--- src/rtl/dup_pkg.sv ---
package dup_pkg;

  localparam int PAYLOAD_CAP_DEF   = 512;
  localparam int POSITION_BITS_DEF = 16;
  localparam int LEN_BITS          = 16;
  localparam int QUEUE_DEPTH       = 2;

  localparam logic [15:0] ETH_IPV4       = 16'h0800;
  localparam logic [15:0] ETH_IPV6       = 16'h86DD;
  localparam logic [15:0] DNS_PORT_RESET = 16'd53;
  localparam logic [15:0] ETH_LEN        = 16'd14;
  localparam logic [15:0] UDP_HDR        = 16'd8;
  localparam logic [7:0]  PROTO_UDP      = 8'd17;
  localparam logic [3:0]  IHL_MIN        = 4'd5;
  localparam logic [6:0]  OFF_V6         = 7'd62;
  localparam logic [6:0]  OFF_V4_BASE    = 7'd22;

  typedef enum logic [2:0] {
    ACT_NONE,
    ACT_PROTO,
    ACT_SRC_HI,
    ACT_SRC_LO,
    ACT_DST_HI,
    ACT_DST_LO,
    ACT_PORTS,
    ACT_ULEN
  } act_t;

  // one classified byte, frame summary is meaningful on the last beat only
  typedef struct packed {
    logic [7:0]          data;
    logic                last;
    act_t                act;
    logic [2:0]          lane;
    logic                is_v4;
    logic                is_v6;
    logic                reject;
    logic [3:0]          ihl;
    logic [LEN_BITS-1:0] frame_len;
  } entry_t;

  typedef struct packed {
    logic        accepted;
    logic        is_ipv6;
    logic [63:0] src_hi;
    logic [63:0] src_lo;
    logic [63:0] dst_hi;
    logic [63:0] dst_lo;
    logic [15:0] sport;
    logic [15:0] dport;
    logic [9:0]  dns_length;
    logic        is_query;
    logic [6:0]  payload_offset;
    logic        payload_present;
  } result_t;

endpackage

--- src/rtl/dup_fifo.sv ---
module dup_fifo import dup_pkg::*; #(
  parameter int WIDTH = 8,
  parameter int DEPTH = QUEUE_DEPTH
) (
  input  logic             clk,
  input  logic             rst,
  input  logic             wr_valid,
  output logic             wr_ready,
  input  logic [WIDTH-1:0] wr_data,
  output logic             rd_valid,
  input  logic             rd_ready,
  output logic [WIDTH-1:0] rd_data
);

  localparam int PTR_BITS = (DEPTH > 1) ? $clog2(DEPTH) : 1;
  localparam int CNT_BITS = $clog2(DEPTH + 1);
  localparam logic [PTR_BITS-1:0] PTR_LAST = PTR_BITS'(DEPTH - 1);
  localparam logic [CNT_BITS-1:0] CNT_FULL = CNT_BITS'(DEPTH);

  logic [WIDTH-1:0]    mem [DEPTH];
  logic [PTR_BITS-1:0] wr_ptr;
  logic [PTR_BITS-1:0] rd_ptr;
  logic [CNT_BITS-1:0] count;
  logic                push;
  logic                pop;

  assign wr_ready = (count != CNT_FULL);
  assign rd_valid = (count != '0);
  assign rd_data  = mem[rd_ptr];
  assign push     = wr_valid && wr_ready;
  assign pop      = rd_valid && rd_ready;

  always_ff @(posedge clk) begin
    if (push) begin
      mem[wr_ptr] <= wr_data;
    end
  end

  always_ff @(posedge clk) begin
    if (rst) begin
      wr_ptr <= '0;
      rd_ptr <= '0;
      count  <= '0;
    end else begin
      if (push) begin
        wr_ptr <= (wr_ptr == PTR_LAST) ? '0 : wr_ptr + 1'b1;
      end
      if (pop) begin
        rd_ptr <= (rd_ptr == PTR_LAST) ? '0 : rd_ptr + 1'b1;
      end
      unique case ({push, pop})
        2'b10:   count <= count + 1'b1;
        2'b01:   count <= count - 1'b1;
        default: count <= count;
      endcase
    end
  end

endmodule

--- src/rtl/dup_front.sv ---
module dup_front import dup_pkg::*; #(
  parameter int POSITION_BITS = POSITION_BITS_DEF
) (
  input  logic       clk,
  input  logic       rst,
  input  logic       in_valid,
  output logic       in_ready,
  input  logic [7:0] frame_byte,
  input  logic       last_byte,
  output logic       q_valid,
  input  logic       q_ready,
  output entry_t     q_entry
);

  localparam logic [POSITION_BITS-1:0] POS_MAX = '1;

  logic [POSITION_BITS-1:0] pos;
  logic [POSITION_BITS-1:0] pos_next;
  logic [15:0]              ether_type;
  logic [15:0]              ether_type_next;
  logic [3:0]               ihl;
  logic [3:0]               ihl_next;
  logic                     reject;
  logic                     reject_next;
  logic [LEN_BITS-1:0]      p;
  logic [LEN_BITS-1:0]      udp_k;
  logic                     take;
  logic                     accept;
  act_t                     act;
  logic [2:0]               lane;

  assign in_ready = q_ready;
  assign q_valid  = in_valid;
  assign accept   = in_valid && q_ready;

  always_comb begin
    p               = LEN_BITS'(pos);
    take            = (pos != POS_MAX);
    pos_next        = take ? pos + 1'b1 : pos;
    ether_type_next = ether_type;
    ihl_next        = ihl;
    reject_next     = reject;
    act             = ACT_NONE;
    lane            = '0;
    // offset inside the udp header, wraps high when before it
    udp_k           = p - (ETH_LEN + {10'd0, ihl, 2'b00});
    if (take) begin
      if (p == 16'd12 || p == 16'd13) begin
        ether_type_next = {ether_type[7:0], frame_byte};
      end else if (ether_type == ETH_IPV4) begin
        if (p == 16'd14) begin
          ihl_next = frame_byte[3:0];
          if (frame_byte[3:0] < IHL_MIN) begin
            reject_next = 1'b1;
          end
        end else if (p == 16'd23) begin
          act = ACT_PROTO;
        end else if (p >= 16'd26 && p < 16'd30) begin
          act  = ACT_SRC_LO;
          lane = 3'(16'd29 - p);
        end else if (p >= 16'd30 && p < 16'd34) begin
          act  = ACT_DST_LO;
          lane = 3'(16'd33 - p);
        end
        if (p > 16'd14 && !reject && udp_k < UDP_HDR) begin
          if (udp_k < 16'd4) begin
            act  = ACT_PORTS;
            lane = 3'(16'd3 - udp_k);
          end else if (udp_k < 16'd6) begin
            act  = ACT_ULEN;
            lane = 3'(16'd5 - udp_k);
          end
        end
      end else if (ether_type == ETH_IPV6) begin
        if (p == 16'd20) begin
          act = ACT_PROTO;
        end else if (p >= 16'd22 && p < 16'd30) begin
          act  = ACT_SRC_HI;
          lane = 3'(16'd29 - p);
        end else if (p >= 16'd30 && p < 16'd38) begin
          act  = ACT_SRC_LO;
          lane = 3'(16'd37 - p);
        end else if (p >= 16'd38 && p < 16'd46) begin
          act  = ACT_DST_HI;
          lane = 3'(16'd45 - p);
        end else if (p >= 16'd46 && p < 16'd54) begin
          act  = ACT_DST_LO;
          lane = 3'(16'd53 - p);
        end else if (p >= 16'd54 && p < 16'd58) begin
          act  = ACT_PORTS;
          lane = 3'(16'd57 - p);
        end else if (p >= 16'd58 && p < 16'd60) begin
          act  = ACT_ULEN;
          lane = 3'(16'd59 - p);
        end
      end
    end

    q_entry.data      = frame_byte;
    q_entry.last      = last_byte;
    q_entry.act       = act;
    q_entry.lane      = lane;
    q_entry.is_v4     = (ether_type_next == ETH_IPV4);
    q_entry.is_v6     = (ether_type_next == ETH_IPV6);
    q_entry.reject    = reject_next;
    q_entry.ihl       = ihl_next;
    q_entry.frame_len = LEN_BITS'(pos_next);
  end

  always_ff @(posedge clk) begin
    if (rst) begin
      pos        <= '0;
      ether_type <= '0;
      ihl        <= '0;
      reject     <= 1'b0;
    end else if (accept) begin
      if (last_byte) begin
        pos        <= '0;
        ether_type <= '0;
        ihl        <= '0;
        reject     <= 1'b0;
      end else begin
        pos        <= pos_next;
        ether_type <= ether_type_next;
        ihl        <= ihl_next;
        reject     <= reject_next;
      end
    end
  end

endmodule

--- src/rtl/dup_back.sv ---
module dup_back import dup_pkg::*; #(
  parameter int PAYLOAD_CAP = PAYLOAD_CAP_DEF
) (
  input  logic        clk,
  input  logic        rst,
  input  logic        q_valid,
  output logic        q_ready,
  input  entry_t      q_entry,
  input  logic [15:0] dns_port,
  output logic        out_valid,
  input  logic        out_ready,
  output result_t     res
);

  localparam int DLEN_BITS = $clog2(PAYLOAD_CAP + 1);
  localparam logic [15:0]          CAP16 = 16'(PAYLOAD_CAP);
  localparam logic [DLEN_BITS-1:0] CAP_D = DLEN_BITS'(PAYLOAD_CAP);

  logic [7:0]           proto, proto_next;
  logic [63:0]          src_hi, src_hi_next;
  logic [63:0]          src_lo, src_lo_next;
  logic [63:0]          dst_hi, dst_hi_next;
  logic [63:0]          dst_lo, dst_lo_next;
  logic [31:0]          ports, ports_next;
  logic [15:0]          ulen, ulen_next;
  logic [15:0]          sport;
  logic [15:0]          dport;
  logic [15:0]          dlen_raw;
  logic [DLEN_BITS-1:0] dlen;
  logic [6:0]           off;
  logic                 ok;
  logic                 pop;
  result_t              res_next;

  assign q_ready = !q_entry.last || !out_valid || out_ready;
  assign pop     = q_valid && q_ready;

  // merge this beat into the header fields
  always_comb begin
    proto_next  = proto;
    src_hi_next = src_hi;
    src_lo_next = src_lo;
    dst_hi_next = dst_hi;
    dst_lo_next = dst_lo;
    ports_next  = ports;
    ulen_next   = ulen;
    unique case (q_entry.act)
      ACT_NONE:   ;
      ACT_PROTO:  proto_next = q_entry.data;
      ACT_SRC_HI: src_hi_next[{q_entry.lane, 3'b000} +: 8] = q_entry.data;
      ACT_SRC_LO: src_lo_next[{q_entry.lane, 3'b000} +: 8] = q_entry.data;
      ACT_DST_HI: dst_hi_next[{q_entry.lane, 3'b000} +: 8] = q_entry.data;
      ACT_DST_LO: dst_lo_next[{q_entry.lane, 3'b000} +: 8] = q_entry.data;
      ACT_PORTS:  ports_next[{q_entry.lane[1:0], 3'b000} +: 8] = q_entry.data;
      ACT_ULEN:   ulen_next[{q_entry.lane[0], 3'b000} +: 8] = q_entry.data;
      default:    ;
    endcase
  end

  always_comb begin
    sport    = ports_next[31:16];
    dport    = ports_next[15:0];
    off      = q_entry.is_v6 ? OFF_V6 : OFF_V4_BASE + {1'b0, q_entry.ihl, 2'b00};
    // underflow wraps high and so lands on the cap as well
    dlen_raw = ulen_next - UDP_HDR;
    dlen     = (dlen_raw > CAP16) ? CAP_D : dlen_raw[DLEN_BITS-1:0];
    ok       = (q_entry.frame_len >= ETH_LEN)
            && (q_entry.is_v4 || q_entry.is_v6)
            && !(q_entry.is_v4 && q_entry.reject)
            && (q_entry.frame_len >= LEN_BITS'(off))
            && (proto_next == PROTO_UDP)
            && (sport == dns_port || dport == dns_port);
    res_next = '0;
    if (ok) begin
      res_next.accepted        = 1'b1;
      res_next.is_ipv6         = q_entry.is_v6;
      res_next.src_hi          = src_hi_next;
      res_next.src_lo          = src_lo_next;
      res_next.dst_hi          = dst_hi_next;
      res_next.dst_lo          = dst_lo_next;
      res_next.sport           = sport;
      res_next.dport           = dport;
      res_next.dns_length      = 10'(dlen);
      res_next.is_query        = (dport == dns_port);
      res_next.payload_offset  = off;
      res_next.payload_present = (dlen != '0)
        && ((17'(off) + 17'(dlen)) <= 17'(q_entry.frame_len));
    end
  end

  always_ff @(posedge clk) begin
    if (rst) begin
      proto  <= '0;
      src_hi <= '0;
      src_lo <= '0;
      dst_hi <= '0;
      dst_lo <= '0;
      ports  <= '0;
      ulen   <= '0;
    end else if (pop) begin
      if (q_entry.last) begin
        proto  <= '0;
        src_hi <= '0;
        src_lo <= '0;
        dst_hi <= '0;
        dst_lo <= '0;
        ports  <= '0;
        ulen   <= '0;
      end else begin
        proto  <= proto_next;
        src_hi <= src_hi_next;
        src_lo <= src_lo_next;
        dst_hi <= dst_hi_next;
        dst_lo <= dst_lo_next;
        ports  <= ports_next;
        ulen   <= ulen_next;
      end
    end
  end

  always_ff @(posedge clk) begin
    if (rst) begin
      out_valid <= 1'b0;
    end else if (pop && q_entry.last) begin
      out_valid <= 1'b1;
    end else if (out_ready) begin
      out_valid <= 1'b0;
    end
  end

  always_ff @(posedge clk) begin
    if (pop && q_entry.last) begin
      res <= res_next;
    end
  end

endmodule

--- src/rtl/dns_udp_header_parser.sv ---
// channel  | handshake             | payload
// ---------+-----------------------+-------------------------------------------
// in       | in_valid / in_ready   | frame_byte, last_byte
// out      | out_valid / out_ready | accepted .. payload_present (one per frame)
// cfg      | cfg_valid / cfg_ready | dns_port
//
// one byte per cycle sustained unless the back is stalled; the front classifies a
// byte at its accept edge and writes it into a two-entry queue; the back merges it
// when it pops it, and the result is registered when the back pops the last byte.
// synchronous reset clears the frame state, the queue and out_valid; dns port 53.
// a result held by out_ready low stalls the back on the next last beat only,
// the front keeps taking bytes until the queue is full.
module dns_udp_header_parser import dup_pkg::*; #(
  parameter int PAYLOAD_CAP   = PAYLOAD_CAP_DEF,
  parameter int POSITION_BITS = POSITION_BITS_DEF
) (
  input  logic        clk,
  input  logic        rst,
  input  logic        in_valid,
  output logic        in_ready,
  input  logic [7:0]  frame_byte,
  input  logic        last_byte,
  input  logic        cfg_valid,
  output logic        cfg_ready,
  input  logic [15:0] dns_port,
  output logic        out_valid,
  input  logic        out_ready,
  output logic        accepted,
  output logic        is_ipv6,
  output logic [63:0] source_addr_high,
  output logic [63:0] source_addr_low,
  output logic [63:0] dest_addr_high,
  output logic [63:0] dest_addr_low,
  output logic [15:0] source_port,
  output logic [15:0] dest_port,
  output logic [9:0]  dns_length,
  output logic        is_query,
  output logic [6:0]  payload_offset,
  output logic        payload_present
);

  logic [15:0] port_cfg;
  logic        fq_valid;
  logic        fq_ready;
  entry_t      fq_entry;
  logic        bq_valid;
  logic        bq_ready;
  entry_t      bq_entry;
  result_t     res;

  assign cfg_ready = 1'b1;

  always_ff @(posedge clk) begin
    if (rst) begin
      port_cfg <= DNS_PORT_RESET;
    end else if (cfg_valid) begin
      port_cfg <= dns_port;
    end
  end

  dup_front #(
    .POSITION_BITS(POSITION_BITS)
  ) u_front (
    .clk       (clk),
    .rst       (rst),
    .in_valid  (in_valid),
    .in_ready  (in_ready),
    .frame_byte(frame_byte),
    .last_byte (last_byte),
    .q_valid   (fq_valid),
    .q_ready   (fq_ready),
    .q_entry   (fq_entry)
  );

  dup_fifo #(
    .WIDTH($bits(entry_t)),
    .DEPTH(QUEUE_DEPTH)
  ) u_queue (
    .clk     (clk),
    .rst     (rst),
    .wr_valid(fq_valid),
    .wr_ready(fq_ready),
    .wr_data (fq_entry),
    .rd_valid(bq_valid),
    .rd_ready(bq_ready),
    .rd_data (bq_entry)
  );

  dup_back #(
    .PAYLOAD_CAP(PAYLOAD_CAP)
  ) u_back (
    .clk      (clk),
    .rst      (rst),
    .q_valid  (bq_valid),
    .q_ready  (bq_ready),
    .q_entry  (bq_entry),
    .dns_port (port_cfg),
    .out_valid(out_valid),
    .out_ready(out_ready),
    .res      (res)
  );

  assign accepted         = res.accepted;
  assign is_ipv6          = res.is_ipv6;
  assign source_addr_high = res.src_hi;
  assign source_addr_low  = res.src_lo;
  assign dest_addr_high   = res.dst_hi;
  assign dest_addr_low    = res.dst_lo;
  assign source_port      = res.sport;
  assign dest_port        = res.dport;
  assign dns_length       = res.dns_length;
  assign is_query         = res.is_query;
  assign payload_offset   = res.payload_offset;
  assign payload_present  = res.payload_present;

  a_reject_zero: assert property (@(posedge clk) disable iff (rst)
    out_valid && !accepted |-> source_port == 16'd0 && dest_port == 16'd0
      && dns_length == 10'd0 && payload_offset == 7'd0 && !payload_present
      && !is_query && !is_ipv6)
    else $error("rejected frame carries nonzero fields");

  a_offset_range: assert property (@(posedge clk) disable iff (rst)
    out_valid && accepted |-> payload_offset >= 7'd42 && payload_offset <= 7'd82)
    else $error("payload offset out of range");

  a_v4_addr: assert property (@(posedge clk) disable iff (rst)
    out_valid && accepted && !is_ipv6 |-> source_addr_high == 64'd0
      && dest_addr_high == 64'd0 && source_addr_low[63:32] == 32'd0
      && dest_addr_low[63:32] == 32'd0)
    else $error("ipv4 result with upper address bits");

  a_port_match: assert property (@(posedge clk) disable iff (rst)
    out_valid && accepted |-> (source_port == port_cfg || dest_port == port_cfg)
      && (is_query == (dest_port == port_cfg)))
    else $error("accepted frame does not match the dns port");

endmodule
--- config.mk ---
export PLATFORM = sky130hd
export DESIGN_NAME = dns_udp_header_parser
export DESIGN_NICKNAME = d
export VERILOG_FILES = /design/src/rtl/dup_pkg.sv /design/src/rtl/dup_fifo.sv /design/src/rtl/dup_front.sv /design/src/rtl/dup_back.sv /design/src/rtl/dns_udp_header_parser.sv
export SDC_FILE = /design/constraint.sdc
export NUM_CORES = 2
export LEC_CHECK = 0
export ABC_AREA = 1
export BUFFER_PORTS_ARGS = -buffer_cell sky130_fd_sc_hd__buf_2
export CAP_MARGIN = 20
export CELL_PAD_IN_SITES_DETAIL_PLACEMENT = 0
export CELL_PAD_IN_SITES_GLOBAL_PLACEMENT = 1
export CORE_MARGIN = 2
export CORE_UTILIZATION = 49
export CTS_CLUSTER_DIAMETER = 50
export DETAILED_ROUTE_END_ITERATION = 8
export GPL_TIMING_DRIVEN = 0
export PLACE_DENSITY = 0.84
export SLEW_MARGIN = 20
export SYNTH_ARGS = -nofsm -noshare
export SYNTH_HDL_FRONTEND = slang
export SYNTH_SLANG_ARGS = --single-unit
--- constraint.sdc ---
create_clock -name clk -period 21.3 [get_ports clk]
set_input_delay 0 -clock clk [delete_from_list [all_inputs] [get_ports clk]]
set_output_delay 0 -clock clk [all_outputs]
set_load 0.02 [all_outputs]
==> results.toml <==
[routing]
drc_errors = 0
first_pass_iters = 6
via_per_inst = 5.418
wire_per_inst_um = 20.61
wl_um = 113700
antenna_left = 0
routed-via-count = 29880
drt_iter0_drc = 3023

[status]
run_status = "completed"

[sta]
grt_setup_unrepaired = "false"
hold_violations = 0
finalSetupViolations = 0
worstMarginPinSlew_ps = 1177
fmax_mhz = 177.1
fin_skew_ps = 47.31
period_share = 0.2651
slew_headroom = 0.2137
maxSlewViolCount = 0
finalWorstSetupSlack_ps = 15650
min_period_ps = 5647
totalNegativeSetupSlack_ps = 0

[hold_path]
hold_class = "in2reg"
holdPathStages = 2

[global_routing]
grt_overflow_total = 0
grt_max_degree = 114
track_usage = 0.2993
grt_pass1_vias = 27700
antenna_found_initial = 3
grt_pass1_wl_um = 167800

[final_layout]
syn_to_final_growth_pct = 18.80
n_fill_cell = 6415
fin_util = 0.5874
n_antenna_cell = 0
final_nets = 4563
final_cells = 5515
drive_gt1_frac = 0.2134

[worst_setup_path]
cp_slowest_cell = "ha_1"
crit_top_cell = "nand2_1"
cpPeakStageDelay_ps = 340
path_class = "reg2reg"
endpoint_kind = "flop"
start_kind = "flop"
r2r_cells = 35
arrival_ps = 6030
critPathMaxFanout = 10
required_ps = 21680

[yosys]
avgSynthCellArea_um2 = 8.823
synth_area_leaders = "edfxtp_1, dfxtp_1, nand2_1, a21oi_1, nor2_2"
yosysUniqueCellTypes = 63
synthFlopType = "edfxtp_1"
syn_inst = 3999
ys_seq_area_frac = 0.5373
yosys_warnings = 0
synth_top_area_cell = "edfxtp_1"
netlist.area_leader.share = 0.3268
synth-seq-cells = 755
synthesis.area_um2 = 35290
synth-edff-count = 384
async_flop_share = 0

[floorplan]
core_area_um2 = 71360
floorplan.die_area_um2 = 74170
die_w_um = 272.3
ioPinCount = 342
start_util = 0.4944
rows = 98
die_height_um = 272.3

[clocking]
clock-sinks = 755
ctsLongestPathBuffers = 3
htree_levels = 3
tritoncts = "built"
clk_latency_ps = 670
cts_resized = 0
cts-root-buf = "clkbuf_16"
cts.clk_slew.worst_paths_ps = 60
cts_inserted_buffers = 90

[power]
powerDensity_nw_per_um2 = 120.2
leakagePower_nw = 15.03
ir_worst_vdd_v = 0.00009968

[place]
place_inst = 5292
hpwl_um = 82350
place_congestion = 0.9375
placement.setup.worst_slack_ps = 15680
portBuffers = 338

[run]
cap_violations = 0
state kept, by name, indices dropped and copies added, names as in the netlist, 32 cells and up, named ones only:
signal / flops
u_back.res: 308
u_queue.mem: 76
u_back.dst_hi: 64
u_back.dst_lo: 64
u_back.src_hi: 64
u_back.src_lo: 64
u_back.ports: 32
worst paths after layout:
path	startpoint	to	slack (ps)
min	frame_byte[5]	u_queue.mem[1][35]$_DFFE_PP_	110
max reg2reg	flop	u_back.res[0]$_SDFFCE_PN0P_	15650
max	flop	u_back.res[0]$_SDFFCE_PN0P_	15650
min reg2reg	u_queue.rd_ptr$_SDFFE_PP0P_	flop	460
where the power goes:
group / switching (mW) / internal [mW]
Combinational: 1.27 / 0.338
Clock: 0.658 / 0.934
Sequential: 0.0609 / 1.78
Total: 1.99 / 3.05
cell usage in the layout, fill, tap and decap left out, types with 26 or more instances in the layout:
cell type,synthesis,final
ha_1,44,44
a21oi_1,422,422
clkbuf_1,143,157
nand3_1,66,66
dfxtp_1,371,371
or2_0,92,92
or2_1,26,26
or2_2,152,152
nand2_1,1013,1013
buf_2,27,365
o22ai_1,87,87
dlygate4sd3_1,0,54
o21ai_0,230,230
inv_1,217,216
nor2_4,26,28
xor2_1,43,43
edfxtp_1,384,384
clkbuf_16,0,91
nor2_1,242,240
nor2_2,192,192
nand4_1,26,26
layout make-up:
class	instances	area, um2	share of cell area
Buffer	214	1313	0.03131
Clock buffer	108	2371	0.05656
Clock inverter	61	729.5	0.01740
Inverter	230	878.3	0.02095
Multi-Input combinational cell	2801	14160	0.3379
Sequential cell	755	18960	0.4523
Tap cell	950	1189	0.02836
Timing Repair Buffer	396	2317	0.05528
stage by stage:
stage,area (um2),hold WS [ps],power (mW)
CTS,41920,80.86,5.026
global route,41920,129.5,5.218
global placement,38170,219.8,3.511
detailed placement,38280,220.9,3.435
finish,41920,109.8,5.038
floorplan,35290,98.87,2.857
what timing repair did:
item,in CTS,in global routing
hold buffers,54,0
setup endpoints to repair,0,0
endpoints found under the hold margin,61,0
setup buffers,0,0
cell families after synthesis:
group,count (synthesis),share of synthesized area
and+or+nand+nor,1892,0.2494
AOI/OAI and AO/OA,802,0.1200
DFF,755,0.5373
buffers and inverters,444,0.06188
xor gates and xnor gates,51,0.01266
adders and majority gates,45,0.01617
muxes,8,0.002411
other,2,0.0002128
metal layers:
layer	share of wire	wire, um	vias up	global-route usage
met1	0.41	46040	14150	0.3893
met3	0.073	8346	246	0.04293
met5	0.000088	10	-	0
met2	0.48	54410	1214	0.4993
li1	-	-	14270	-
met4	0.043	4843	2	0.1287
synthesized netlist by cell type, drive strengths merged (14+ instances only):
library cell  instances
a21oi               422
buf                  71
clkbuf              143
dfxtp               371
edfxtp              384
ha                   44
inv                 229
nand2              1027
nand3                71
nand4                27
nor2                460
nor3                 20
nor4                 14
o21ai               256
o22ai                87
or2                 270
xor2                 43
critical path: cells and delay by family, from the launching register on:
family / cells / cell delay (ps)
compound gates: 6 / 740
fa+ha+maj: 3 / 940
simple gates: 21 / 2500
flops: 1 / 320
buf+inv: 4 / 560
xor+xnor: 1 / 260
Note: power is estimated with default switching activity, not from simulation.
